$ cat config.mk
export PLATFORM = sky130hd
export DESIGN_NAME = pshtrk_ctrl
export DESIGN_NICKNAME = d
export VERILOG_FILES = /design/src/sv/pshtrk_pkg.sv /design/src/sv/pshtrk_ctrl.sv
export SDC_FILE = /design/constraint.sdc
export NUM_CORES = 1
export LEC_CHECK = 0
export ABC_CLOCK_PERIOD_IN_PS = 1300
export BUFFER_PORTS_ARGS = -buffer_cell sky130_fd_sc_hd__buf_2
export CAP_MARGIN = 20
export CORE_AREA = 5 5 42 44
export CTS_CLUSTER_SIZE = 30
export DETAILED_ROUTE_END_ITERATION = 16
export DIE_AREA = 0 0 47 49
export GPL_TIMING_DRIVEN = 0
export SLEW_MARGIN = 25
export SYNTH_ARGS = -nofsm -noshare
export SYNTH_HDL_FRONTEND = slang
export SYNTH_SLANG_ARGS = --single-unit
$ cat constraint.sdc
create_clock -name clk -period 1.3 [get_ports clk]
set_clock_uncertainty 0.15 [all_clocks]
set_input_delay 0.26 -clock clk [delete_from_list [all_inputs] [get_ports clk]]
set_output_delay 0.26 -clock clk [all_outputs]
set_load 0.02 [all_outputs]
$ cat src/sv/pshtrk_pkg.sv
package pshtrk_pkg;

  localparam int ENTRIES = 8;
  localparam int IDX_W = (ENTRIES > 1) ? $clog2(ENTRIES) : 1;

  localparam int ADDR_W  = 32;
  localparam int PORT_W  = 16;
  localparam int FLAGS_W = 8;
  localparam int TIME_W  = 32;
  localparam int CNT_W   = 16;
  localparam int WIN_W   = 8;

  localparam int IN_DATA_W  = 88;
  localparam int OUT_DATA_W = 176;
  localparam int CFG_IDX_W  = 8;
  localparam int CFG_DATA_W = 16;

  // configuration register indexes
  localparam logic [CFG_IDX_W-1:0] CFG_SCAN_THRESHOLD     = 8'd0;
  localparam logic [CFG_IDX_W-1:0] CFG_IGNORED_PORT       = 8'd1;
  localparam logic [CFG_IDX_W-1:0] CFG_IGNORE_PORT_ENABLE = 8'd2;
  localparam logic [CFG_IDX_W-1:0] CFG_BURST_WINDOW       = 8'd3;

  localparam logic [CNT_W-1:0]   RST_SCAN_THRESHOLD = 16'd20;
  localparam logic [PORT_W-1:0]  RST_IGNORED_PORT   = 16'd80;
  localparam logic               RST_IGNORE_ENABLE  = 1'b1;
  localparam logic [WIN_W-1:0]   RST_BURST_WINDOW   = 8'd1;

  // flag bytes at or above this value are dropped
  localparam logic [FLAGS_W-1:0] FLAG_LIMIT = 8'd3;

  localparam logic [IDX_W-1:0] LAST_IDX = IDX_W'(ENTRIES - 1);

  typedef struct packed {
    logic [CNT_W-1:0]  scan_threshold;
    logic [PORT_W-1:0] ignored_port;
    logic              ignore_port_enable;
    logic [WIN_W-1:0]  burst_window;
  } cfg_t;

  typedef struct packed {
    logic [ADDR_W-1:0] address;
    logic [TIME_W-1:0] last_time;
    logic [TIME_W-1:0] start_time;
    logic [PORT_W-1:0] first_port;
    logic [PORT_W-1:0] last_port;
    logic [CNT_W-1:0]  count;
    logic [CNT_W-1:0]  fin_cnt;
    logic [CNT_W-1:0]  syn_cnt;
  } entry_t;

  typedef struct packed {
    logic load;     // capture the input item, restart the scan
    logic scan;     // examine one table entry
    logic sel_tgt;  // read the hit or victim entry
    logic commit;   // write the table, load an alarm if due
  } cmd_t;

  typedef struct packed {
    logic reject;     // flag byte out of range on the input port
    logic scan_done;  // hit found or last entry examined
    logic hit;        // scan ended on a matching entry
    logic alarm;      // selected victim raises an alarm
    logic out_free;   // output register can take a result
  } sts_t;

  function automatic logic [CNT_W-1:0] sat_inc(input logic [CNT_W-1:0] v,
                                               input logic add);
    logic [CNT_W-1:0] r;
    r = v;
    if (add && (v != {CNT_W{1'b1}})) begin
      r = v + CNT_W'(1);
    end
    return r;
  endfunction

endpackage

$ cat src/sv/pshtrk_ctrl.sv
module pshtrk_ctrl (
  input  logic              clk,
  input  logic              rst_n,
  input  logic              in_tvalid,
  output logic              in_tready,
  input  pshtrk_pkg::sts_t  sts,
  output pshtrk_pkg::cmd_t  cmd
);

  typedef enum logic [1:0] {ST_IDLE, ST_SCAN, ST_APPLY} state_t;

  state_t state_r, state_nxt;

  always_comb begin
    cmd       = '0;
    state_nxt = state_r;
    in_tready = 1'b0;
    case (state_r)
      ST_IDLE: begin
        in_tready = 1'b1;
        // drop out-of-range flag bytes right at the transfer
        if (in_tvalid && !sts.reject) begin
          cmd.load  = 1'b1;
          state_nxt = ST_SCAN;
        end
      end
      ST_SCAN: begin
        cmd.scan = 1'b1;
        if (sts.scan_done) begin
          state_nxt = ST_APPLY;
        end
      end
      ST_APPLY: begin
        cmd.sel_tgt = 1'b1;
        // hold while an alarm waits for room in the output register
        if (sts.hit || !sts.alarm || sts.out_free) begin
          cmd.commit = 1'b1;
          state_nxt  = ST_IDLE;
        end
      end
      default: state_nxt = ST_IDLE;
    endcase
  end

  always_ff @(posedge clk) begin
    if (!rst_n) begin
      state_r <= ST_IDLE;
    end else begin
      state_r <= state_nxt;
    end
  end

endmodule

# --- After elaboration in Yosys (flattened, before gate mapping) ---
# Cells that the tools add are included.
classes:
  reduce_logical: 7
  mux: 10
  n_eq_ne: 5
op_table:
  columns: ["cell", "count"]
  rows:
  - ["2-bit two-way mux", 4]
  - ["2-bit inequality test (second input constant)", 3]
  - ["2-bit one-hot mux with 3 select lines", 1]
  - ["1-bit two-way mux", 5]
  - ["3-bit AND reduction", 1]
  - ["2-bit by 1-bit == test with 1-bit output (second input constant)", 1]
  - ["2-bit == test (second input constant)", 1]
  - ["1-bit logical NOT", 2]
  - ["2-bit logical NOT", 1]
  - ["1-bit logical OR", 2]
  - ["1-bit logical AND", 1]
word_totals:
  output_inout_bits: 5
  register_bits: 2
  in_bits: 8

# --- Depth between registers and ports, before layout ---
depth:
  ltp_word: 5
  mapped_depth: 2

# --- Worst setup path after synthesis ---
# No wires, ideal clock.
synth_timing:
  path_kind: "register to output"
  start: "register state_r[1]"
  end: "output cmd[3] (netlist bit)"
  stages_incl_launch_ff: 2
  t_required_ps: 890
  arrival_ps: 1120
  path_slack_ps: -230
  cell_sequence: "dfxtp_1 -> nor4b_1"
synth_lines:
  columns: ["item", "line_no", "rtl"]
  rows:
  - ["from (decl)", "pshtrk_ctrl.sv:12", "state_t state_r, state_nxt;"]
  - ["from (signal assigned)", "pshtrk_ctrl.sv:49", "state_r <= state_nxt;"]
  - ["to (decl)", "pshtrk_ctrl.sv:7", "output pshtrk_pkg::cmd_t cmd"]

==> reports/metrics.yaml <==
grt:
  grt_pass1_wl_um: 710
  grt_use_total_pct: 4.85
  met2_usage_pct: 5.66
  grt_max_degree: 8
  use_met3_pct: 1.48
  grt_pass1_vias: 175
  antenna_found_initial: 0
  grt_overflow: 0
  busiest_layer: "met4"
  gr-usage-met1_pct: 5.47
synthesis:
  yosys_warnings: 0
  syn_inst: 15
  syn_area_per_cell_um2: 8.76
  syn-cell-area_um2: 131
  yosysUniqueCellTypes: 13
  synth_nets: 23
  synth_area_leaders: "dfxtp_1 (30%), or3b_1 (13%), and2b_2 (6.7%), nand4b_1 (6.7%), nor4b_1 (6.7%)"
  ys_seq_area_share_pct: 30.5
  yosys.area.top_type: "dfxtp_1"
  synth_top_cell_area_share_pct: 30.5
  synth-seq-cells: 2
floorplan:
  core-area_um2: 1400
  io_pins: 13
  die_w_um: 47
  chipHeight_um: 49
  initial_utilization_pct: 9.38
  rows: 14
  dieArea_um2: 2300
clock_tree:
  cts_tree: "built"
  cts_root_buffer: "clkbuf_4"
  insertion_delay_ps: 230
  postCtsHoldBufs: 0
  clock-sinks: 2
  htreeDepth: 1
  numCtsBuffers: 3
  clk_pin_slew_ps: 30
  cts_max_path_buffers: 2
worst_setup_path:
  cp_data_arrival_time_ps: 1050
  worstPathMaxFanout: 3
  crit_path_start_kind: "register"
  critical_path_class: "reg2out"
  reg2reg_depth: 3
  reg2reg_slack_ps: 70
  worstSetupEndpointType: "primary output"
  critical_path_required_ps: 890
  timing.rr.end: "state_r[0]$_SDFFE_PN0P_"
  r2r-start: "state_r[0]$_SDFFE_PN0P_"
final_layout:
  antenna_cells: 0
  multi_input_area_um2: 108
  fin_nets: 41
  fillers: 173
  regMostFlops: "state_r"
  synthToLayoutAreaGrowth_pct: 113
  seq_area_um2: 45.0
  utilization_pct: 20.0
  drive_gt1_share_pct: 71.0
  largest_register_ffs: 2
  top_regs: "state_r (2)"
timing:
  rsz0062_at_grt: "true"
  final-max-slew-violation-count: 0
  finalSetupViolCount: 5
  fin_setup_tns_ps: -432
  hold_viol: 0
  relSlewSlack_pct: 87.7
  worstMarginPinSlew_ps: 183
  period_share_pct: 112
  period_needed_ps: 1460
  max_freq_ghz: 0.687
  finalWorstSetupSlack_ps: -156
pwr:
  power_density_nw_per_um2: 938
  peakVddDrop_uv: 162
  total_leakage_power_nw: 0.129
route:
  dr.pass1.iters: 2
  drt_iter0_markers: 2
  ant_nets: 0
  drc_errors: 0
  viasPerCell: 3.66
  avgRoutedWirePerCell_um: 9.23
  vias: 172
  routed_wl_um: 434
flow_run:
  maxCapViolCount: 0
status:
  status: "finished, violations left"
  failed_checks: "setup timing"
place:
  port-buffer-count: 12
  gp_congestion: 0.547
hold_path:
  min_from: "rst_n"
  hold_path.class: "in2reg"
  holdPathStages: 3
  hold_end: "state_r[0]$_SDFFE_PN0P_"
## report_power, final
| part | total, mW | leakage (nW) | switching [mW] | internal [mW] |
|---|---|---|---|---|
| Combinational | 0.0546 | 0.0972 | 0.0240 | 0.0306 |
| Sequential | 0.0671 | 0.0175 | 0.00335 | 0.0638 |
| Clock | 0.141 | 0.0138 | 0.0389 | 0.102 |
| Total | 0.263 | 0.129 | 0.0663 | 0.197 |
## layout by cell type (no fill, tap or decap)
cell / synthesis / routed
nor4b_2: 0 / 1
buf_4: 0 / 3
nor2b_1: 1 / 1
buf_2: 0 / 8
a21oi_1: 1 / 1
and2b_2: 1 / 1
and2_4: 0 / 1
o21ai_1: 1 / 1
clkbuf_4: 0 / 3
buf_6: 0 / 2
nand2b_1: 1 / 1
nand3b_1: 1 / 1
dfxtp_4: 0 / 1
or3b_1: 2 / 2
nand4b_1: 1 / 1
dfxtp_2: 0 / 1
or2b_1: 1 / 1
nor2_4: 0 / 1
## worst max-delay path, stage by stage, from the launching register on
cell and delay (ps):
dfxtp_4 340, and2b_2 220, and2_4 130, buf_6 120
## stage by stage
stage / hold slack [ps] / std cells / worst slack (ps) / power (mW) / area [µm²]
2_1_floorplan: 240 / 15 / 8.39 / 0.0910 / 138
4_1_cts: 120 / 47 / -167 / 0.268 / 267
3_5_place_dp: 374 / 43 / -170 / 0.111 / 218
6_report: 129 / 47 / -156 / 0.263 / 280
5_1_grt: 143 / 47 / -197 / 0.282 / 280
3_3_place_gp: 369 / 43 / -173 / 0.111 / 218
## synth_stat cells (all sizes together)
library cell	n
or3b	2
nor4b	1
nand2b	1
and2	1
or2b	1
dfxtp	2
nor2	1
nand4b	1
a21oi	1
and2b	1
o21ai	1
nor2b	1
nand3b	1
## how the worst max path moves through the flow
stage                                  from  endpoint  slack [ps]  depth (start not counted)
floorplan           state_r[0]$_SDFFE_PN0P_    cmd[0]           8                          2
global placement                     sts[2]    cmd[0]        -170                          4
detailed placement                   sts[2]    cmd[0]        -170                          4
CTS                 state_r[0]$_SDFFE_PN0P_    cmd[0]        -170                          3
global route        state_r[1]$_SDFFE_PN0P_    cmd[0]        -200                          3
finish              state_r[0]$_SDFFE_PN0P_    cmd[0]        -160                          3
## layout make-up
class,count,area share [%]
flip-flops and latches,2,16.1
repair buffers,13,30.4
well taps,16,7.14
clock buffers,3,8.04
multi-input cells,13,38.4
## kinds of logic (layout without fill, tap and decap cells)
| logic type | Yosys count | after routing | synth area share (%) |
|---|---|---|---|
| flops | 2 | 2 | 30.5 |
| simple gates | 11 | 11 | 61.9 |
| buf+inv | 0 | 16 | 0 |
| compound gates | 2 | 2 | 7.61 |
## what timing repair did
| item | CTS | global route |
|---|---|---|
| setup endpoints to repair | 5 | 5 |
| gates resized for setup | 8 | 4 |
| pin swaps | 1 | 0 |
| setup buffers | 1 | 0 |
## metal layers
| layer | wire length [µm] | part of all wire (%) | up-vias |
|---|---|---|---|
| li1 | - | - | 88 |
| met1 | 193 | 44 | 71 |
| met2 | 183 | 42 | 11 |
| met3 | 42 | 9.7 | 2 |
| met4 | 14 | 3.2 | 0 |
| met5 | 0 | 0 | - |
(Power assumes the default switching activity.)
