===== src/sv/pshtrk_pkg.sv =====
package pshtrk_pkg;

  localparam int ENTRIES = 8;
  localparam int IDX_W = (ENTRIES > 1) ? $clog2(ENTRIES) : 1;

  localparam int ADDR_W  = 32;
  localparam int PORT_W  = 16;
  localparam int FLAGS_W = 8;
  localparam int TIME_W  = 32;
  localparam int CNT_W   = 16;
  localparam int WIN_W   = 8;

  localparam int IN_DATA_W  = 88;
  localparam int OUT_DATA_W = 176;
  localparam int CFG_IDX_W  = 8;
  localparam int CFG_DATA_W = 16;

  // configuration register indexes
  localparam logic [CFG_IDX_W-1:0] CFG_SCAN_THRESHOLD     = 8'd0;
  localparam logic [CFG_IDX_W-1:0] CFG_IGNORED_PORT       = 8'd1;
  localparam logic [CFG_IDX_W-1:0] CFG_IGNORE_PORT_ENABLE = 8'd2;
  localparam logic [CFG_IDX_W-1:0] CFG_BURST_WINDOW       = 8'd3;

  localparam logic [CNT_W-1:0]   RST_SCAN_THRESHOLD = 16'd20;
  localparam logic [PORT_W-1:0]  RST_IGNORED_PORT   = 16'd80;
  localparam logic               RST_IGNORE_ENABLE  = 1'b1;
  localparam logic [WIN_W-1:0]   RST_BURST_WINDOW   = 8'd1;

  // flag bytes at or above this value are dropped
  localparam logic [FLAGS_W-1:0] FLAG_LIMIT = 8'd3;

  localparam logic [IDX_W-1:0] LAST_IDX = IDX_W'(ENTRIES - 1);

  typedef struct packed {
    logic [CNT_W-1:0]  scan_threshold;
    logic [PORT_W-1:0] ignored_port;
    logic              ignore_port_enable;
    logic [WIN_W-1:0]  burst_window;
  } cfg_t;

  typedef struct packed {
    logic [ADDR_W-1:0] address;
    logic [TIME_W-1:0] last_time;
    logic [TIME_W-1:0] start_time;
    logic [PORT_W-1:0] first_port;
    logic [PORT_W-1:0] last_port;
    logic [CNT_W-1:0]  count;
    logic [CNT_W-1:0]  fin_cnt;
    logic [CNT_W-1:0]  syn_cnt;
  } entry_t;

  typedef struct packed {
    logic load;     // capture the input item, restart the scan
    logic scan;     // examine one table entry
    logic sel_tgt;  // read the hit or victim entry
    logic commit;   // write the table, load an alarm if due
  } cmd_t;

  typedef struct packed {
    logic reject;     // flag byte out of range on the input port
    logic scan_done;  // hit found or last entry examined
    logic hit;        // scan ended on a matching entry
    logic alarm;      // selected victim raises an alarm
    logic out_free;   // output register can take a result
  } sts_t;

  function automatic logic [CNT_W-1:0] sat_inc(input logic [CNT_W-1:0] v,
                                               input logic add);
    logic [CNT_W-1:0] r;
    r = v;
    if (add && (v != {CNT_W{1'b1}})) begin
      r = v + CNT_W'(1);
    end
    return r;
  endfunction

endpackage


===== src/sv/pshtrk_dp.sv =====
module pshtrk_dp (
  input  logic                              clk,
  input  logic                              rst_n,
  input  pshtrk_pkg::cfg_t                  cfg,
  input  pshtrk_pkg::cmd_t                  cmd,
  output pshtrk_pkg::sts_t                  sts,
  input  logic [pshtrk_pkg::IN_DATA_W-1:0]  in_tdata,
  output logic                              out_tvalid,
  input  logic                              out_tready,
  output logic [pshtrk_pkg::OUT_DATA_W-1:0] out_tdata,
  output logic [0:0]                        out_tuser
);

  // latched packet
  logic [pshtrk_pkg::ADDR_W-1:0] addr_r;
  logic [pshtrk_pkg::PORT_W-1:0] port_r;
  logic                          fin_r;
  logic                          syn_r;
  logic [pshtrk_pkg::TIME_W-1:0] now_r;

  // table
  pshtrk_pkg::entry_t            tbl_r [pshtrk_pkg::ENTRIES];
  logic [pshtrk_pkg::ENTRIES-1:0] valid_r;

  // scan state
  logic [pshtrk_pkg::IDX_W-1:0]  idx_r;
  logic [pshtrk_pkg::IDX_W-1:0]  victim_r;
  logic [pshtrk_pkg::IDX_W-1:0]  hit_idx_r;
  logic [pshtrk_pkg::TIME_W-1:0] oldest_r;
  logic                          hit_r;

  // output register
  logic                              out_valid_r;
  logic [pshtrk_pkg::OUT_DATA_W-1:0] out_data_r;
  logic                              out_fin_r;

  logic [pshtrk_pkg::IDX_W-1:0]  rd_idx;
  logic [pshtrk_pkg::IDX_W-1:0]  tgt_idx;
  pshtrk_pkg::entry_t            rd;
  logic                          rd_valid;
  logic                          match;
  logic                          take;
  logic                          in_burst;
  logic                          alarm;
  logic                          port_ok;
  pshtrk_pkg::entry_t            wr;

  assign tgt_idx = hit_r ? hit_idx_r : victim_r;
  assign rd_idx  = cmd.sel_tgt ? tgt_idx : idx_r;
  assign rd_valid = valid_r[rd_idx];
  // never-written entries read as all zero
  assign rd = rd_valid ? tbl_r[rd_idx] : '0;

  assign match = rd_valid && (rd.address == addr_r);
  assign take  = (idx_r == '0) || (rd.last_time <= oldest_r);

  assign in_burst = ({1'b0, now_r} <=
                     ({1'b0, rd.last_time} + (pshtrk_pkg::TIME_W+1)'(cfg.burst_window)));

  assign port_ok = !cfg.ignore_port_enable ||
                   ((rd.first_port != cfg.ignored_port) &&
                    (rd.last_port != cfg.ignored_port));
  assign alarm = rd_valid && (rd.count >= cfg.scan_threshold) && port_ok;

  always_comb begin
    wr = rd;
    if (hit_r) begin
      if (in_burst) begin
        wr.count     = pshtrk_pkg::sat_inc(rd.count, 1'b1);
        wr.last_port = port_r;
        wr.syn_cnt   = pshtrk_pkg::sat_inc(rd.syn_cnt, syn_r);
        wr.fin_cnt   = pshtrk_pkg::sat_inc(rd.fin_cnt, fin_r);
      end
      wr.last_time = now_r;
    end else begin
      wr.address    = addr_r;
      wr.first_port = port_r;
      wr.last_port  = port_r;
      wr.count      = pshtrk_pkg::CNT_W'(1);
      wr.syn_cnt    = pshtrk_pkg::CNT_W'(syn_r);
      wr.fin_cnt    = pshtrk_pkg::CNT_W'(fin_r);
      wr.start_time = now_r;
      wr.last_time  = now_r;
    end
  end

  always_ff @(posedge clk) begin
    if (cmd.load) begin
      addr_r <= in_tdata[31:0];
      port_r <= in_tdata[47:32];
      fin_r  <= in_tdata[48];
      syn_r  <= in_tdata[49];
      now_r  <= in_tdata[87:56];
    end
    if (cmd.scan) begin
      if (take) begin
        oldest_r <= rd.last_time;
        victim_r <= idx_r;
      end
      if (match) begin
        hit_idx_r <= idx_r;
      end
    end
    if (cmd.commit) begin
      tbl_r[tgt_idx] <= wr;
    end
    if (cmd.commit && !hit_r && alarm) begin
      out_data_r <= {rd.syn_cnt, rd.fin_cnt, rd.last_time, rd.start_time,
                     rd.last_port, rd.first_port, rd.count, rd.address};
      out_fin_r  <= (rd.fin_cnt > rd.syn_cnt);
    end
  end

  always_ff @(posedge clk) begin
    if (!rst_n) begin
      valid_r     <= '0;
      idx_r       <= '0;
      hit_r       <= 1'b0;
      out_valid_r <= 1'b0;
    end else begin
      if (cmd.load) begin
        idx_r <= '0;
        hit_r <= 1'b0;
      end else if (cmd.scan) begin
        idx_r <= idx_r + pshtrk_pkg::IDX_W'(1);
        if (match) begin
          hit_r <= 1'b1;
        end
      end
      if (cmd.commit) begin
        valid_r[tgt_idx] <= 1'b1;
      end
      if (cmd.commit && !hit_r && alarm) begin
        out_valid_r <= 1'b1;
      end else if (out_tready) begin
        out_valid_r <= 1'b0;
      end
    end
  end

  assign sts.reject    = (in_tdata[55:48] >= pshtrk_pkg::FLAG_LIMIT);
  assign sts.scan_done = match || (idx_r == pshtrk_pkg::LAST_IDX);
  assign sts.hit       = hit_r;
  assign sts.alarm     = alarm;
  assign sts.out_free  = !out_valid_r || out_tready;

  assign out_tvalid   = out_valid_r;
  assign out_tdata    = out_data_r;
  assign out_tuser[0] = out_fin_r;

endmodule


===== config.mk =====
export PLATFORM = sky130hd
export DESIGN_NAME = pshtrk_dp
export DESIGN_NICKNAME = d
export VERILOG_FILES = /design/src/sv/pshtrk_pkg.sv /design/src/sv/pshtrk_dp.sv
export SDC_FILE = /design/constraint.sdc
export NUM_CORES = 2
export LEC_CHECK = 0
export BUFFER_PORTS_ARGS = -buffer_cell sky130_fd_sc_hd__buf_4
export CAP_MARGIN = 20
export CORE_ASPECT_RATIO = 1.1
export CORE_MARGIN = 5
export CORE_UTILIZATION = 56
export CTS_CLUSTER_SIZE = 30
export DETAILED_ROUTE_END_ITERATION = 16
export PLACE_DENSITY = 0.84
export REMOVE_ABC_BUFFERS = 1
export SYNTH_ARGS = -nofsm -noshare
export SYNTH_HDL_FRONTEND = slang
export SYNTH_SLANG_ARGS = --single-unit

===== constraint.sdc =====
create_clock -name clk -period 10.55 [get_ports clk]
set_input_delay 0.5275 -clock clk [delete_from_list [all_inputs] [get_ports clk]]
set_output_delay 0.5275 -clock clk [all_outputs]
set_load 0.005 [all_outputs]

# ---- Word-level counts from Yosys, hierarchy flattened
# Memory sizes are Yosys's and may differ from the RTL's.
# Index checks and enable logic that the tools add are counted.
dict set report word_totals {
  memories 1
  inputBits 136
  out_inout_bits 183
  wordCells 76
  ram_bits 1408
  ff_bits 310
}
# memory words width rd rd_ports_with_merged_regs write_ports line_no
set mem_list {}
lappend mem_list {tbl_r 8 176 1 0 1 pshtrk_dp.sv:22} ;# pshtrk_pkg::entry_t tbl_r [pshtrk_pkg::ENTRIES];
dict set report op_classes {
  n_addsub 5
  muxes 18
  n_bitwise 2
  eq_ne 7
  n_reduce_logical 21
  order_cmp 8
}
# op n
set ops {}
lappend ops {{$mux W176} 1}
lappend ops {{$mux W64} 2}
lappend ops {{$add A16 B1 Y16 const B} 3}
lappend ops {{$mux W16} 3}
lappend ops {{$mux W48} 1}
lappend ops {{$ne A16 B16 Y1 const B} 3}
lappend ops {{$add A32 B8 Y33} 1}
lappend ops {{$le A32 B33 Y1} 1}
lappend ops {{$eq A32 B32 Y1} 1}
lappend ops {{$le A32 B32 Y1} 1}
lappend ops {{$mux W32} 1}
lappend ops {{$ne A16 B16 Y1} 2}
lappend ops {{$ge A16 B16 Y1} 1}
lappend ops {{$gt A16 B16 Y1} 1}
lappend ops {{$logic_and A1 B1 Y1} 9}
lappend ops {{$ge A8 B2 Y1 const B} 1}
lappend ops {{$lt A3 B4 Y1 const B} 2}
lappend ops {{$or A8 B8 Y8} 1}
lappend ops {{$mux W1} 6}
lappend ops {{$mux W3} 2}
lappend ops {{$logic_or A1 B1 Y1} 4}
lappend ops {{$reduce_and A2 Y1} 2}
lappend ops {{$add A3 B1 Y3 const B} 1}
lappend ops {{$bmux W1 S3} 1}
lappend ops {{8 further kinds} 10}

# ---- Logic depth before layout (Yosys ltp)
dict set report depth {
  depth_word 11
  mapped_depth 43
}

# ---- Least setup slack after synthesis
# OpenSTA, ideal clock, no wires.
dict set report synth_timing {
  path_kind {flip-flop to flip-flop}
  start {reg hit_r}
  end {mem tbl_r[5][0] in the netlist's numbering, enable pin}
  arrival_time_ps 9164
  n_path_buf 6
  stages_incl_launch_ff 10
  slack_ps 670
  period_less_slack_ps 9880
  path_cell_list {dfxtp_1 > buf_6 > mux2_4 > buf_2 > buf_4 > buf_2 > buf_2 > buf_1 > nand2_1 > nor2_1}
}
dict set report synth_between {
  elab_chain_cells 1
}
# item line_no
set synth_lines {}
lappend synth_lines {{from (decl)} pshtrk_dp.sv:30} ;# logic hit_r;
lappend synth_lines {{from (signal assigned)} pshtrk_dp.sv:118} ;# hit_r <= 1'b0;
lappend synth_lines {{from (signal assigned)} pshtrk_dp.sv:123} ;# hit_r <= 1'b0;
lappend synth_lines {{from (signal assigned)} pshtrk_dp.sv:127} ;# hit_r <= 1'b1;
lappend synth_lines {{$mux W3} pshtrk_dp.sv:48} ;# assign tgt_idx = hit_r ? hit_idx_r : victim_r;
lappend synth_lines {{to (decl)} pshtrk_dp.sv:22}
# Every way passes these cells.

==> impl_metrics.toml <==
[status]
outcome = "finished clean"

[timing]
hold_viol_final = 0
slew_viol_final = 0
relSlewSlack_pct = 21.0
post-route-period-util_pct = 90.7
fmax_mhz = 105
period_needed_ps = 9570
skew_ps = 32.3
fin_tns_setup_ps = 0
tightest_slew_ps = 1180
setup_viol = 0
rsz0062_at_grt = "no"

[worst_setup_path]
critPathArrivalTime_ps = 10080
cp_slowest_cell = "o41ai_1"
end_kind = "register"
critPathKind = "reg -> reg"
cp-start-kind = "register"
crit_required_ps = 11060
critical-path-max-stage-delay_ps = 800
critPathMaxFanout = 43

[job]
drv_cap = 0

[die]
die_area_sq_um = 136000
ios = 319
die_height_microns = 387
core_sq_um = 128000
rows = 138
die_w_microns = 352
initial_core_util_pct = 56.2

[pwr]
p_per_area_nw_per_um2 = 182
p_total_uw = 15000
ir_drop_uv = 179
p_leak_uw = 0.0289

[synth]
syn_inst = 4347
synthDistinctLibCells = 102
ys_top_cells_by_area = "edfxtp_1 71%, mux4_2 5.5%, mux2i_1 3.0%"
synthArstFlopShare_pct = 0
yosysTopAreaCell = "edfxtp_1"
synth_seq_cells = 1718
syn-cell-area_sq_um = 72300
synth_top_area_share_pct = 70.9
synth_edf_count = 1705
yosysWarnings = 0
synth_ff_type = "edfxtp_1"
synth-seq-area-share_pct = 71.2
syn_avg_cell_area_sq_um = 16.6

[global_route]
grt_max_degree = 212
antenna_found_initial = 11
grt-ovfl-total = 0
grt_pass1_wl_microns = 285000
first_global_vias = 44900
grt_use_total_pct = 27.8

[placement]
place_inst = 6174
port_buffers = 318
dp.final_hpwl_microns = 111000
gp_congestion = 0.909

[final_layout]
num-fill-cells = 8354
layout_common_cells = "1705 x edfxtp_1, 396 x buf_4, 395 x nand2_1"
area_delta_synth_final_pct = 14.2
nNetsFinal = 4994
final_cells = 6565
mostFrequentLayoutCell = "edfxtp_1"
multi_input_area_sq_um = 19000
drive_above_1_share_pct = 20.1
regArea_sq_um = 51500

[clock_tree]
cts-root-buf = "clkbuf_16"
clock_latency_ps = 800
numCtsBuffers = 164
cts_resized = 0
clk_path_buf_depth = 3
h-tree-depth = 4
post_cts_buffers = 0
cts_tree = "built"
cts.sinks = 1718
cts.clk_slew.worst_paths_ps = 70

[route]
drc_errors = 0
viasPerCell = 6.76
wl_microns = 194000
avgRoutedWirePerCell_microns = 29.5
first_iter_violations = 6468
detail-route-antenna-nets = 0
dr.pass1.iters = 8
vias = 44400

[worst_hold_path]
hp-class = "in -> reg"
logic make-up after synthesis:
kind of cell | after synthesis | synth area share, %
simple gates | 849 | 5.60
xor+xnor | 47 | 0.570
flops | 1718 | 71.2
compound gates | 761 | 8.17
buf+inv | 384 | 2.70
fa+ha+maj | 111 | 1.93
mux | 477 | 9.82
power breakdown:
| part | total [uW] | internal (uW) | leakage [uW] | switching [uW] |
|---|---|---|---|---|
| Combinational | 1340 | 465 | 0.0104 | 875 |
| Sequential | 7790 | 7690 | 0.0159 | 96.9 |
| Clock | 5900 | 3400 | 0.00264 | 2500 |
final cells by class:
class	instances	area share (%)
clock buffers	207	5.36
diodes	2	0.00607
multi-input cells	2245	23.1
clock inverters	95	1.19
flip-flops and latches	1718	62.4
inverters	126	0.584
repair buffers	492	4.88
well taps	1680	2.55
flip-flops by register name, summed over array words and instances, names as in the netlist:
signal and flops:
now_r 32, out_tvalid 1, tbl_r 1408, hit_idx_r 3, victim_r 3, valid_r 8
idx_r 3, out_tuser 1, oldest_r 32, syn_r 1, addr_r 32, fin_r 1
port_r 16, out_tdata 176, hit_r 1
path summary, 6_finish.rpt:
| check | from | endpoint | slack, ps | depth (start not counted) |
|---|---|---|---|---|
| worst min register to register | valid_r[6] | valid_r[6] | 470 | 1 |
| worst max-delay path | idx_r[0] | tbl_r[4][14] | 980 | 29 |
| worst min-delay path | out_tready | out_tvalid | 70 | 3 |
| worst max register to register | idx_r[0] | tbl_r[4][14] | 980 | 29 |
repair_timing:
item,CTS,global route
endpoints found under the setup margin,0,0
hold endpoints to repair,82,0
hold buffers,82,0
synthesized netlist by cell type (all sizes together), types with 15 or more instances:
cell type and count:
nor2 141, a2111oi 130, o211a 96, nor2b 20, mux2 86, a221oi 23, nand4 36, a22oi 15
nor3 23, a21o 40, a21oi 154, nor4 24, o2111ai 22, nand2 396, nand3 56, xor2 19
mux2i 215, a211oi 15, nand2b 19, o21a 17, edfxtp 1705, and2 36, a32o 20, o31ai 18
a32oi 34, ha 110, clkbuf 102, xnor2 28, o211ai 21, inv 126, o21ai 72, or4 20
buf 156, mux4 176
layer usage:
| layer | vias up | track usage (%) | part of all wire [%] | wire, microns |
|---|---|---|---|---|
| met5 | - | 0 | 0.019 | 37 |
| met3 | 662 | 6.68 | 12 | 23500 |
| met1 | 22100 | 35.1 | 34 | 66400 |
| met4 | 6 | 15.0 | 5.6 | 10900 |
| met2 | 3418 | 44.9 | 48 | 93000 |
| li1 | 18200 | - | - | - |
through the flow:
step | utilization (%) | instance area (sq um) | hold WS (ps) | setup WS [ps]
after floorplan | - | 70800 | 435 | -14490
after global placement | 59.3 | 76200 | 455 | 1630
after detailed placement | 59.3 | 76200 | 450 | 1240
after CTS | 64.2 | 82400 | 24.7 | 1310
after global routing | 64.2 | 82500 | 72.2 | 505
final | 64.2 | 82500 | 74.4 | 984
critical path, delay by kind of cell (launching register included):
| kind | cells | cell delay [ps] |
|---|---|---|
| compound gates | 13 | 4690 |
| simple gates | 10 | 2100 |
| xor+xnor | 1 | 170 |
| mux | 1 | 570 |
| fa+ha+maj | 2 | 490 |
| buf+inv | 2 | 470 |
| flops | 1 | 750 |
No activity file was read; power rests on OpenSTA's default activity.
