===== src/sv/pshtrk_pkg.sv =====
package pshtrk_pkg;

  localparam int ENTRIES = 8;
  localparam int IDX_W = (ENTRIES > 1) ? $clog2(ENTRIES) : 1;

  localparam int ADDR_W  = 32;
  localparam int PORT_W  = 16;
  localparam int FLAGS_W = 8;
  localparam int TIME_W  = 32;
  localparam int CNT_W   = 16;
  localparam int WIN_W   = 8;

  localparam int IN_DATA_W  = 88;
  localparam int OUT_DATA_W = 176;
  localparam int CFG_IDX_W  = 8;
  localparam int CFG_DATA_W = 16;

  // configuration register indexes
  localparam logic [CFG_IDX_W-1:0] CFG_SCAN_THRESHOLD     = 8'd0;
  localparam logic [CFG_IDX_W-1:0] CFG_IGNORED_PORT       = 8'd1;
  localparam logic [CFG_IDX_W-1:0] CFG_IGNORE_PORT_ENABLE = 8'd2;
  localparam logic [CFG_IDX_W-1:0] CFG_BURST_WINDOW       = 8'd3;

  localparam logic [CNT_W-1:0]   RST_SCAN_THRESHOLD = 16'd20;
  localparam logic [PORT_W-1:0]  RST_IGNORED_PORT   = 16'd80;
  localparam logic               RST_IGNORE_ENABLE  = 1'b1;
  localparam logic [WIN_W-1:0]   RST_BURST_WINDOW   = 8'd1;

  // flag bytes at or above this value are dropped
  localparam logic [FLAGS_W-1:0] FLAG_LIMIT = 8'd3;

  localparam logic [IDX_W-1:0] LAST_IDX = IDX_W'(ENTRIES - 1);

  typedef struct packed {
    logic [CNT_W-1:0]  scan_threshold;
    logic [PORT_W-1:0] ignored_port;
    logic              ignore_port_enable;
    logic [WIN_W-1:0]  burst_window;
  } cfg_t;

  typedef struct packed {
    logic [ADDR_W-1:0] address;
    logic [TIME_W-1:0] last_time;
    logic [TIME_W-1:0] start_time;
    logic [PORT_W-1:0] first_port;
    logic [PORT_W-1:0] last_port;
    logic [CNT_W-1:0]  count;
    logic [CNT_W-1:0]  fin_cnt;
    logic [CNT_W-1:0]  syn_cnt;
  } entry_t;

  typedef struct packed {
    logic load;     // capture the input item, restart the scan
    logic scan;     // examine one table entry
    logic sel_tgt;  // read the hit or victim entry
    logic commit;   // write the table, load an alarm if due
  } cmd_t;

  typedef struct packed {
    logic reject;     // flag byte out of range on the input port
    logic scan_done;  // hit found or last entry examined
    logic hit;        // scan ended on a matching entry
    logic alarm;      // selected victim raises an alarm
    logic out_free;   // output register can take a result
  } sts_t;

  function automatic logic [CNT_W-1:0] sat_inc(input logic [CNT_W-1:0] v,
                                               input logic add);
    logic [CNT_W-1:0] r;
    r = v;
    if (add && (v != {CNT_W{1'b1}})) begin
      r = v + CNT_W'(1);
    end
    return r;
  endfunction

endpackage


===== src/sv/pshtrk_cfg.sv =====
module pshtrk_cfg (
  input  logic                              clk,
  input  logic                              rst_n,
  input  logic                              wr_en,
  input  logic [pshtrk_pkg::CFG_IDX_W-1:0]  wr_index,
  input  logic [pshtrk_pkg::CFG_DATA_W-1:0] wr_data,
  output pshtrk_pkg::cfg_t                  cfg
);

  pshtrk_pkg::cfg_t cfg_r;

  always_ff @(posedge clk) begin
    if (!rst_n) begin
      cfg_r.scan_threshold     <= pshtrk_pkg::RST_SCAN_THRESHOLD;
      cfg_r.ignored_port       <= pshtrk_pkg::RST_IGNORED_PORT;
      cfg_r.ignore_port_enable <= pshtrk_pkg::RST_IGNORE_ENABLE;
      cfg_r.burst_window       <= pshtrk_pkg::RST_BURST_WINDOW;
    end else if (wr_en) begin
      case (wr_index)
        pshtrk_pkg::CFG_SCAN_THRESHOLD:     cfg_r.scan_threshold <= wr_data;
        pshtrk_pkg::CFG_IGNORED_PORT:       cfg_r.ignored_port <= wr_data;
        pshtrk_pkg::CFG_IGNORE_PORT_ENABLE: cfg_r.ignore_port_enable <= wr_data[0];
        pshtrk_pkg::CFG_BURST_WINDOW:
          cfg_r.burst_window <= wr_data[pshtrk_pkg::WIN_W-1:0];
        default: ;
      endcase
    end
  end

  assign cfg = cfg_r;

endmodule


===== config.mk =====
export PLATFORM = sky130hd
export DESIGN_NAME = pshtrk_cfg
export DESIGN_NICKNAME = d
export VERILOG_FILES = /design/src/sv/pshtrk_pkg.sv /design/src/sv/pshtrk_cfg.sv
export SDC_FILE = /design/constraint.sdc
export NUM_CORES = 1
export LEC_CHECK = 0
export BUFFER_PORTS_ARGS = -buffer_cell sky130_fd_sc_hd__buf_2
export CAP_MARGIN = 15
export CORE_ASPECT_RATIO = 1.2
export CORE_MARGIN = 5
export CORE_UTILIZATION = 45
export DETAILED_ROUTE_END_ITERATION = 8
export GPL_TIMING_DRIVEN = 0
export PLACE_DENSITY_LB_ADDON = 0.25
export SLEW_MARGIN = 20
export SYNTH_ARGS = -nofsm -noshare
export SYNTH_HDL_FRONTEND = slang
export SYNTH_SLANG_ARGS = --single-unit

===== constraint.sdc =====
create_clock -name clk -period 1.9 [get_ports clk]
set_input_delay 0.38 -clock clk [delete_from_list [all_inputs] [get_ports clk]]
set_output_delay 0.38 -clock clk [all_outputs]
set_load 0.1 [all_outputs]

* Yosys cells after proc, flatten, opt, wreduce, memory -nomap -nowiden
Index checks and enable logic that the tools add are counted.
Storage, ports and cells: bits in registers 41, input bits 27, logic and storage cells 12
Operators by class: eq/ne operators 3, reductions and logical operators 5
Operators by type and width (number):
- 8-bit by 2-bit == test with 1-bit output (second input constant) | 2
- 8-bit by 1-bit == test with 1-bit output (second input constant) | 1
- 8-bit logical NOT | 1
- 2-bit AND reduction | 4

* Logic depth before layout (Yosys ltp)
Gate-level depths: netlist (run 1).
depth in word-level cells 2, mapped depth 5, mapped depth without buffers 3

* Least setup slack after synthesis (run 1)
OpenSTA, ideal clock, no wires.
kind input -> register, start point in wr_index[6] (netlist name), end point reg cfg_r (netlist bit cfg[14]), arrival time 1363 ps, required time 1828 ps, slack 466 ps, stages 5, path buffers 2, cell sequence nor4b_4 and4b_1 buf_6 buf_12 mux2i_1
On the way: word-level cells in the longest chain between the ends 2
Ends and longest elaborated chain:
- start: declaration | line pshtrk_cfg.sv:5 | input logic [pshtrk_pkg::CFG_IDX_W-1:0] wr_index,
- 8-bit by 1-bit == test with 1-bit output | line pshtrk_cfg.sv:19 | case (wr_index)
- 2-bit AND reduction (no line)
- end: declaration | line pshtrk_cfg.sv:10 | pshtrk_pkg::cfg_t cfg_r;
No other way between the ends. A chain may end at the register's enable or synchronous reset.

* Worst setup path after layout (run 1)
start point reg cfg_r (netlist bit cfg[30]), end point out cfg[30] (netlist name)
RTL lines:
- end: declaration | line pshtrk_cfg.sv:7 | output pshtrk_pkg::cfg_t cfg
No word-level cell between the ends.

==> results of run 1 <==
[cells in the mapped netlist (all sizes together)]
| cell type | count | area share |
|---|---|---|
| mux2i | 41 | 0.25 |
| nor4b | 1 | 0.014 |
| clkbuf | 7 | 0.016 |
| nand4b | 1 | 0.0053 |
| nor2b | 10 | 0.038 |
| dfxtp | 41 | 0.50 |
| nor3 | 1 | 0.0061 |
| buf | 4 | 0.038 |
| and4bb | 1 | 0.0076 |
| nand2 | 51 | 0.12 |
| and4b | 1 | 0.0061 |
| nand4 | 1 | 0.0076 |
[kinds of logic after synthesis]
group	synth area share
simple gates	0.201
mux	0.248
flops	0.497
buf+inv	0.0538
[worst max path at each step]
stage                 from      end  cells after the start
3_3_place_gp   wr_index[6]  cfg[39]                      6
4_1_cts            cfg[30]  cfg[30]                      1
5_1_grt            cfg[30]  cfg[30]                      1
6_report           cfg[30]  cfg[30]                      1
2_1_floorplan  wr_index[6]  cfg[14]                      5
3_5_place_dp   wr_index[6]  cfg[15]                      6
[metal layers]
layer	vias to the layer above	global-route usage	wire (um)	part of all wire
li1	671	-	-	-
met1	597	0.191	1620	0.42
met2	43	0.286	1870	0.49
met3	5	0.0619	300	0.078
met4	0	0.0560	37	0.0097
met5	-	0	0	0
[cell type report]
| type | instances | area [um^2] |
|---|---|---|
| plain buffers | 11 | 88.8 |
| fillers | 343 | 1470 |
| flip-flops and latches | 41 | 821 |
| repair buffers | 66 | 330 |
| clock buffers | 7 | 96.3 |
| well taps | 39 | 48.8 |
| multi-input cells | 108 | 742 |
| clock inverters | 1 | 5.00 |
[metrics by stage]
stage                     power, uW   util
after global placement          973  0.564
after detailed placement        973  0.564
after global routing           1640  0.592
after CTS                      1590  0.592
after floorplan                 929      -
final                          1570  0.592
[cell usage in the layout, fill, tap and decap left out]
cell      instances
nand2_1          51
nor2b_1          10
buf_2            66
dfxtp_1          41
clkinv_2          1
buf_12            2
nor3_2            1
mux2i_1          41
nand4_2           1
clkbuf_8          7
and4bb_1          1
and4b_1           1
nand4b_1          1
clkbuf_1          7
nor4b_4           1
buf_6             2
[power breakdown]
group / switching, uW / internal [uW] / total, uW
clock network: 288 / 328 / 617
logic: 56.6 / 35.7 / 92.3
registers: 0.506 / 859 / 860
==> impl_results.md, run 1 <==
- Syn Std Cell Area: 1650 um^2
- DR WL/cell: 14.0 um
- DRT Pass-1 Iters: 4
- Minimum clock period: 1.45 ns
- Cell area after layout: 2130 um^2
- Max Cap Viol: 0
- Setup-violating endpoint count in the final report: 0
- CP max-delay cell: buf_2
- Worst reg2reg path startpoint: cfg[8]
- Boundary Pins: a little under 70
- Synth warnings: 0
- Antenna viol nets, final: 0
- Max reg flops: 41
- Seq cells post-synth: 41
- Worst-Margin Slew: 0.516 ns
- Via count: 1,316
- Pin count of the biggest net entering global routing: 13
- Worst-path clk slew: 0.08 ns
- H-tree Lvls: 2
- Number of global-route vias before repair: 1,338
- Critical path arrival: around 1.1 ns
- Final Instance Count excl. Fillers: 273
- Chip Height: 76.4 um
- Max IR drop VDD: 0.445 mV
- Skew-Pair Late Insertion Delay: 0.29 ns
- Slew Viols, Final: 0
- Pre-CTS setup slack: 0.208 ns
- Hold Crit Start: wr_data[4]
- Avg Cell Area, Syn: 10.3 um^2
- Detailed Route WL: between 3 and 4 mm
- Layout cells sized above 1: 0.346
- GRT Total Usage: 0.168
- Max-slew headroom: 0.656
- Fin nets: 260
- Syn Nets: between 150 and 200
- Cell depth of the worst flop-to-flop path: 2
- Die W: 65.3 um
- WHS Endpoint: cfg[4]
- Core area: roughly 3600 um^2
- Synth Instances: 160
- Initial core utilization: 0.458
- Initial drt markers: 39
- TritonCTS buffer count: 5
- Post-CTS sizing: 0
- Hold path depth: 3
- Clock tree buffer depth: 2
- Startpoint Class: register
- Port bufs: 66
- Crit path required time: ~1.5 ns
- Distinct cells, synth: 13
- Power Density: 736 nW/um^2
- CTS tree: built
- Sequential fraction of the synthesis area: 0.497
- Pleak: 0.000990 uW
- Endpoints failing hold: 0
- Area grow syn2layout: 29.1%
- Setup Fix Bufs, Post-CTS: 0
- Max FO, Critical Path: 2
- Clock root buffer master: clkbuf_8
- Flop2flop setup slack: about 1.3 ns
- CP peak stage delay: 0.43 ns
- Hold Slack: 0.349 ns
- Hold buffers post-CTS: 0
- Crit path max-delay family: buffers and inverters
- Crit share post-route: 0.763
- WS Path Type: reg -> out
- Placed cell areas: 2030 um^2
- Initial antenna violation count: 0
- Via/cell ratio: 4.82
- HP Class: in -> reg
- Worst Setup End Kind: output pin
- # clock sinks: 41
- Die area: 4990 um^2
- Setup TNS: 0 ns
- RSZ-0062 raised after global routing: no
- Row count: 24
- DP HPWL: 2.80 mm
- Max Clock Skew: 0 ns
- Setup WS post-layout: 0.450 ns
- Outcome: finished, final reports clean
- First-pass GRT wire length: 6.49 mm
- Ant diodes: 0
- Routability cong.: 0.694
- Reg2reg end: cfg[8]
- Buf/Inv on CP: 1
- DR DRC count: 0
- Grt ovf: 0
- Fmax: 690 MHz
- Post-Place Cells: 265
- Critical path, cell by cell: buf_2
(Power assumes the default switching activity.)
==> run 2: changes to the inputs <==
- ABC_AREA: default -> 1
- CORE_UTILIZATION: 45 -> 43
- clock period: 1.9 -> 1.3 ns (I/O delays scaled with it)
==> run 2 against run 1 <==
Wire length increased by 22%. Sequential share of layout area decreased by 3.9 points. Highest routed layer unchanged. Largest cell class unchanged. Die area rose by 10%. Largest power group unchanged. Global-route usage grew 1.9 points. Hold slack got worse by 0.12 ns. Sequential power increased by 47%.
==> impl_results.md, run 2 <==
- DR WL/cell: 12.3 um
- GRT Total Usage: 0.187
- Seq cells post-synth: 41
- Ys async rst share: 0
- Placed cell areas: 2170 um^2
- CP peak stage delay: approximately 0.35 ns
- Max-slew headroom: 0.707
- Syn Std Cell Area: 1770 um^2
- Outcome: finished, final reports clean
- Minimum clock period: 1.20 ns
- Mux cell area share after synthesis: 0
- Boundary Pins: between 60 and 70
- RSZ-0062 raised after global routing: no
- Ys flop type: dfxtp_1
- Sequential fraction of the synthesis area: 0.464
- EDFF count, synth: 0
- Endpoints failing hold: 0
- Post-synthesis compound-gate area fraction: 0.0989
- Hold Slack: 0.224 ns
- Via/cell ratio: 4.79
- Grt ovf: 0
- Crit share post-route: 0.927
- Commonest non-fill, non-tap cell in the layout: nand2_1
- Row count: 25
- Buf/Inv on CP: 1
- Layout cells sized above 1: 0.282
- Pleak: around 0.0012 uW
- Post-Place Cells: approximately 370
- WS Path Type: reg -> out
- Largest cells by area after synthesis: dfxtp_1 (46%), nand3_1 (13%), nand2_1 (10%), a21oi_1 (9.9%), nor2_1 (8.1%)
- Avg Cell Area, Syn: approximately 7 um^2
- Clock tree buffer depth: 2
- Ant diodes: 0
- Pin count of the biggest net entering global routing: 13
- Synth warnings: 0
- Area leader, netlist: dfxtp_1
- Setup Fix Bufs, Post-CTS: 0
- Max Cap Viol: 0
- Fin nets: 352
- Adder-cell share of the synthesized area: 0
- DRT Pass-1 Iters: 4
- Die area: about 5500 um^2
- Via count: 1,822
- Skew-Pair Late Insertion Delay: around 0.29 ns
- Crit path max-delay family: flip-flops
- DP HPWL: 3.48 mm
- First-pass GRT wire length: 7.77 mm
- TritonCTS buffer count: 5
- Setup WS post-layout: 0.0951 ns
- Initial antenna violation count: 0
- Antenna viol nets, final: 0
- Fmax: 830 MHz
- Worst Setup End Kind: output pin
- Critical path, cell by cell: buf_4
- # clock sinks: between 40 and 50
- Slew Viols, Final: 0
- DR DRC count: 0
- Filler cells: 418
- Number of global-route vias before repair: 1,750
- Max IR drop VDD: 0.542 mV
- Setup-violating endpoint count in the final report: 0
- Crit path required time: 1.04 ns
- CP max-delay cell: dfxtp_1
- Startpoint Class: register
- Pre-CTS setup slack: -0.0376 ns
- Chip Height: 80.3 um
- Yosys top cell area share: 0.464
- Die W: 68.6 um
- Distinct cells, synth: 13
- Initial drt markers: 130
- Post-synthesis xor/xnor area fraction: 0
- Worst-path clk slew: roughly 0.080 ns
- Max reg flops: 41
- Clock root buffer master: clkbuf_8
- Area grow syn2layout: 34.0%
- Port bufs: 66
- Detailed Route WL: between 4 and 5 mm
- Initial core utilization: 0.446
- Max Clock Skew: 0 ns
- Most instantiated cells after synthesis: nand2_1 (49), nand3_1 (47), dfxtp_1 (41)
- Core area: just under 4000 um^2
- CTS tree: built
- Main combinational cell family by area after synthesis: simple AND/OR/NAND/NOR gates
- Routability cong.: 0.818
- Synth Instances: 252
- Most frequent cells in the layout: nand2_1 (49), nand3_1 (47), buf_4 (45)
- Syn Nets: 279
- Final Instance Count excl. Fillers: between 300 and 400
- H-tree Lvls: 2
- Count leader, synth: nand2_1
- Max FO, Critical Path: 2
- Power Density: 1000 nW/um^2
- Simple-Gate Fraction of Synth Area: 0.328
- HP Class: in -> reg
- Worst-Margin Slew: 0.439 ns
- Cell area after layout: 2370 um^2
- Critical path arrival: 0.94 ns
## run 2: cell types whose count changed in the layout (fill, tap and decap cells not counted), moves of 3 or more
cell,before,now
nor2b_1,10,0
clkbuf_1,7,3
nand3_1,0,47
mux2i_1,41,0
buf_4,0,45
nor2_1,0,38
a21oi_1,0,35
inv_1,0,18
nor2_2,0,3
buf_2,66,33
## run 2: routing by layer
layer  routed length, um  GRT usage
met3                 346     0.0601
met4                  58     0.0616
met5                   0          0
met2                2280      0.316
met1                1990      0.218
## run 2: worst paths after layout
kind	from	end	slack (ns)	cells past startpoint
max reg2reg	cfg[34]	cfg[34]	0.68	2
min reg2reg	cfg[0]	cfg[0]	0.46	2
min	wr_data[6]	cfg[15]	0.22	3
max	cfg[18]	cfg[18]	0.1	1
## run 2: area by class of cell
type | count | area, um^2 | share of cell area
sequential | 41 | 821 | 0.346
multi-input combinational | 172 | 756 | 0.319
timing repair buffer | 66 | 433 | 0.182
buffer | 20 | 123 | 0.0517
clock buffer | 7 | 96.3 | 0.0406
inverter | 19 | 71.3 | 0.0301
tap | 54 | 67.6 | 0.0285
clock inverter | 1 | 5.00 | 0.00211
## run 2: repair_timing
| item | 4_1_cts | 5_1_grt |
|---|---|---|
| endpoints found under the setup margin | 41 | 0 |
| gates resized for setup | 41 | 0 |
| hold buffers | 0 | 0 |
## run 2: logic make-up after synthesis
kind of cell | count (synthesis)
AOI/OAI and AO/OA | 35
DFF | 41
and+or+nand+nor | 137
buffers and inverters | 39
## run 2: per-stage QoR
stage                     power [uW]  utilization  TNS [ns]
final                           2380        0.597         0
after global routing            2480        0.597         0
after CTS                       2400        0.597         0
after detailed placement        1490        0.546    -0.420
after global placement          1490        0.546    -0.133
after floorplan                 1420            -         0
## run 2: where the power goes
part / switching, uW / internal (uW) / total, uW
Clock: 434 / 480 / 914
Combinational: 139 / 65.8 / 205
Sequential: 1.50 / 1260 / 1260
Total: 575 / 1800 / 2380
## run 2: worst register-to-register path, stage by stage, from the launching register on
cell and delay (ns):
dfxtp_1 0.32, a21oi_1 0.13, nor2_1 0.07
==> run 3: changes to the inputs <==
- PLACE_DENSITY: default -> 0.74
- PLACE_DENSITY_LB_ADDON: 0.25 -> default
==> run 3 against run 2 <==
Clock skew unchanged. Design area is 0.90% lower. Global-route usage rose by 0.23 points. Critical path depth did not move. Combinational power barely moved. Highest routed layer unchanged. Total power shrank 4.4%. Sequential power about the same. Flip-flop and latch count is the same. Worst setup slack got worse by 0.0086 ns. Non-clock buffer count is the same. Hold slack better by 0.0015 ns.
==> impl_results.md, run 3 (synthesis gave the netlist of run 2 again) <==
- Setup Fix Bufs, Post-CTS: 0
- Detailed Route WL: about 4.8 mm
- Pin count of the biggest net entering global routing: 12
- Layout cells sized above 1: 0.273
- Commonest non-fill, non-tap cell in the layout: nand2_1
- Outcome: finished, final reports clean
- Hold Crit Start: wr_data[6]
- GRT Total Usage: 0.190
- First-pass GRT wire length: roughly 7.8 mm
- Filler cells: 420
- Max IR drop VDD: 0.744 mV
- Crit path max-delay family: flip-flops
- HP Class: in -> reg
- WS Path Type: reg -> out
- Initial antenna violation count: 0
- Core area: 3970 um^2
- DRT Pass-1 Iters: 4
- WHS Endpoint: cfg[15]
- DR DRC count: 0
- Fmax: 824 MHz
- Most frequent cells in the layout: nand2_1 (49), nand3_1 (47), buf_4 (45)
- Skew-Pair Late Insertion Delay: 0.29 ns
- Final Instance Count excl. Fillers: 380
- Power Density: 967 nW/um^2
- Buf/Inv on CP: 1
- TritonCTS buffer count: 5
- Clock root buffer master: clkbuf_8
- CTS tree: built
- Max FO, Critical Path: 2
- Worst reg2reg path startpoint: cfg[26]
- DR WL/cell: 12.5 um
- Power Total: 2270 uW
- Startpoint Class: register
- Fin nets: approximately 350
- Max reg flops: between 40 and 50
- Slew Viols, Final: 0
- Boundary Pins: 68
- Via/cell ratio: 4.81
- Number of global-route vias before repair: 1,693
- Area grow syn2layout: 32.8%
- Cell depth of the worst flop-to-flop path: 2
- Setup-violating endpoint count in the final report: 0
- Routability cong.: 0.809
- Worst-Margin Slew: 0.430 ns
- Post-Place Cells: 372
- Max-slew headroom: 0.714
- Worst Setup End Kind: output pin
- Via count: roughly 1,800
- Hold Slack: about 0.23 ns
- Reg2reg end: cfg[26]
- Initial drt markers: approximately 120
- Initial core utilization: 0.446
- Minimum clock period: about 1.2 ns
- Clock tree buffer depth: 2
- Critical path, cell by cell: buf_4
- Reg area: 821 um^2
- Port bufs: 66
- Chip Height: roughly 80 um
- Setup TNS: 0 ns
- Pre-CTS setup slack: -0.0511 ns
- DP HPWL: 3.56 mm
- Grt ovf: 0
- Crit share post-route: 0.933
- CP max-delay cell: dfxtp_1
- Pleak: 0.00115 uW
- Area of the multi-input gates: 756 um^2
- Crit path required time: about 1.0 ns
- CP peak stage delay: 0.36 ns
- RSZ-0062 raised after global routing: no
- Setup WS post-layout: 0.0865 ns
- Worst-path clk slew: 0.08 ns
- Antenna viol nets, final: 0
- Max Clock Skew: 0 ns
- Hold buffers post-CTS: 0
- Endpoints failing hold: 0
- Critical path arrival: 0.95 ns
- Ant diodes: 0
- Die W: 68.6 um
- Die area: 5510 um^2
- # clock sinks: 41
- Hold path depth: 3
- Row count: 25
- H-tree Lvls: 2
- Flop2flop setup slack: around 0.68 ns
- Max Cap Viol: 0
## run 3: layout make-up
class | count | area share
buffer | 20 | 0.0522
clock buffer | 8 | 0.0341
inverter | 19 | 0.0303
multi-input combinational | 172 | 0.321
sequential | 41 | 0.349
tap | 54 | 0.0287
timing repair buffer | 66 | 0.184
## run 3: metrics by stage
| stage | area (um^2) | utilization |
|---|---|---|
| after global placement | 2170 | 0.546 |
| after detailed placement | 2170 | 0.546 |
| after global routing | 2350 | 0.592 |
| final | 2350 | 0.592 |
| after floorplan | 1770 | - |
| after CTS | 2350 | 0.592 |
## run 3: report_power, final
| part | switching, uW | internal (uW) | leakage [uW] |
|---|---|---|---|
| clock | 427 | 382 | 0.0000395 |
| sequential | 1.59 | 1260 | 0.000330 |
| combinational | 139 | 65.8 | 0.000776 |
| total | 567 | 1710 | 0.00115 |
## run 3: metal layers
metal	GRT usage	vias to the layer above	part of all wire
met1	0.237	818	0.43
li1	-	950	-
met4	0.0656	0	0.016
met5	0	-	0
met3	0.0629	5	0.072
met2	0.299	53	0.48
## run 3: how the worst max path moves through the flow
stage	slack, ns	endpoint	from	depth (start not counted)
after floorplan	0.12	cfg[10]	cfg[10]	0
after global placement	-0.05	cfg[25]	wr_index[3]	8
after detailed placement	-0.05	cfg[8]	wr_index[3]	8
after CTS	0.07	cfg[14]	cfg[14]	1
after global routing	0.03	cfg[9]	cfg[9]	1
final	0.09	cfg[26]	cfg[26]	1
## run 3: repair_timing
item	CTS	global route
endpoints found under the setup margin	41	0
gates resized for setup	41	0
endpoints found under the hold margin	0	0
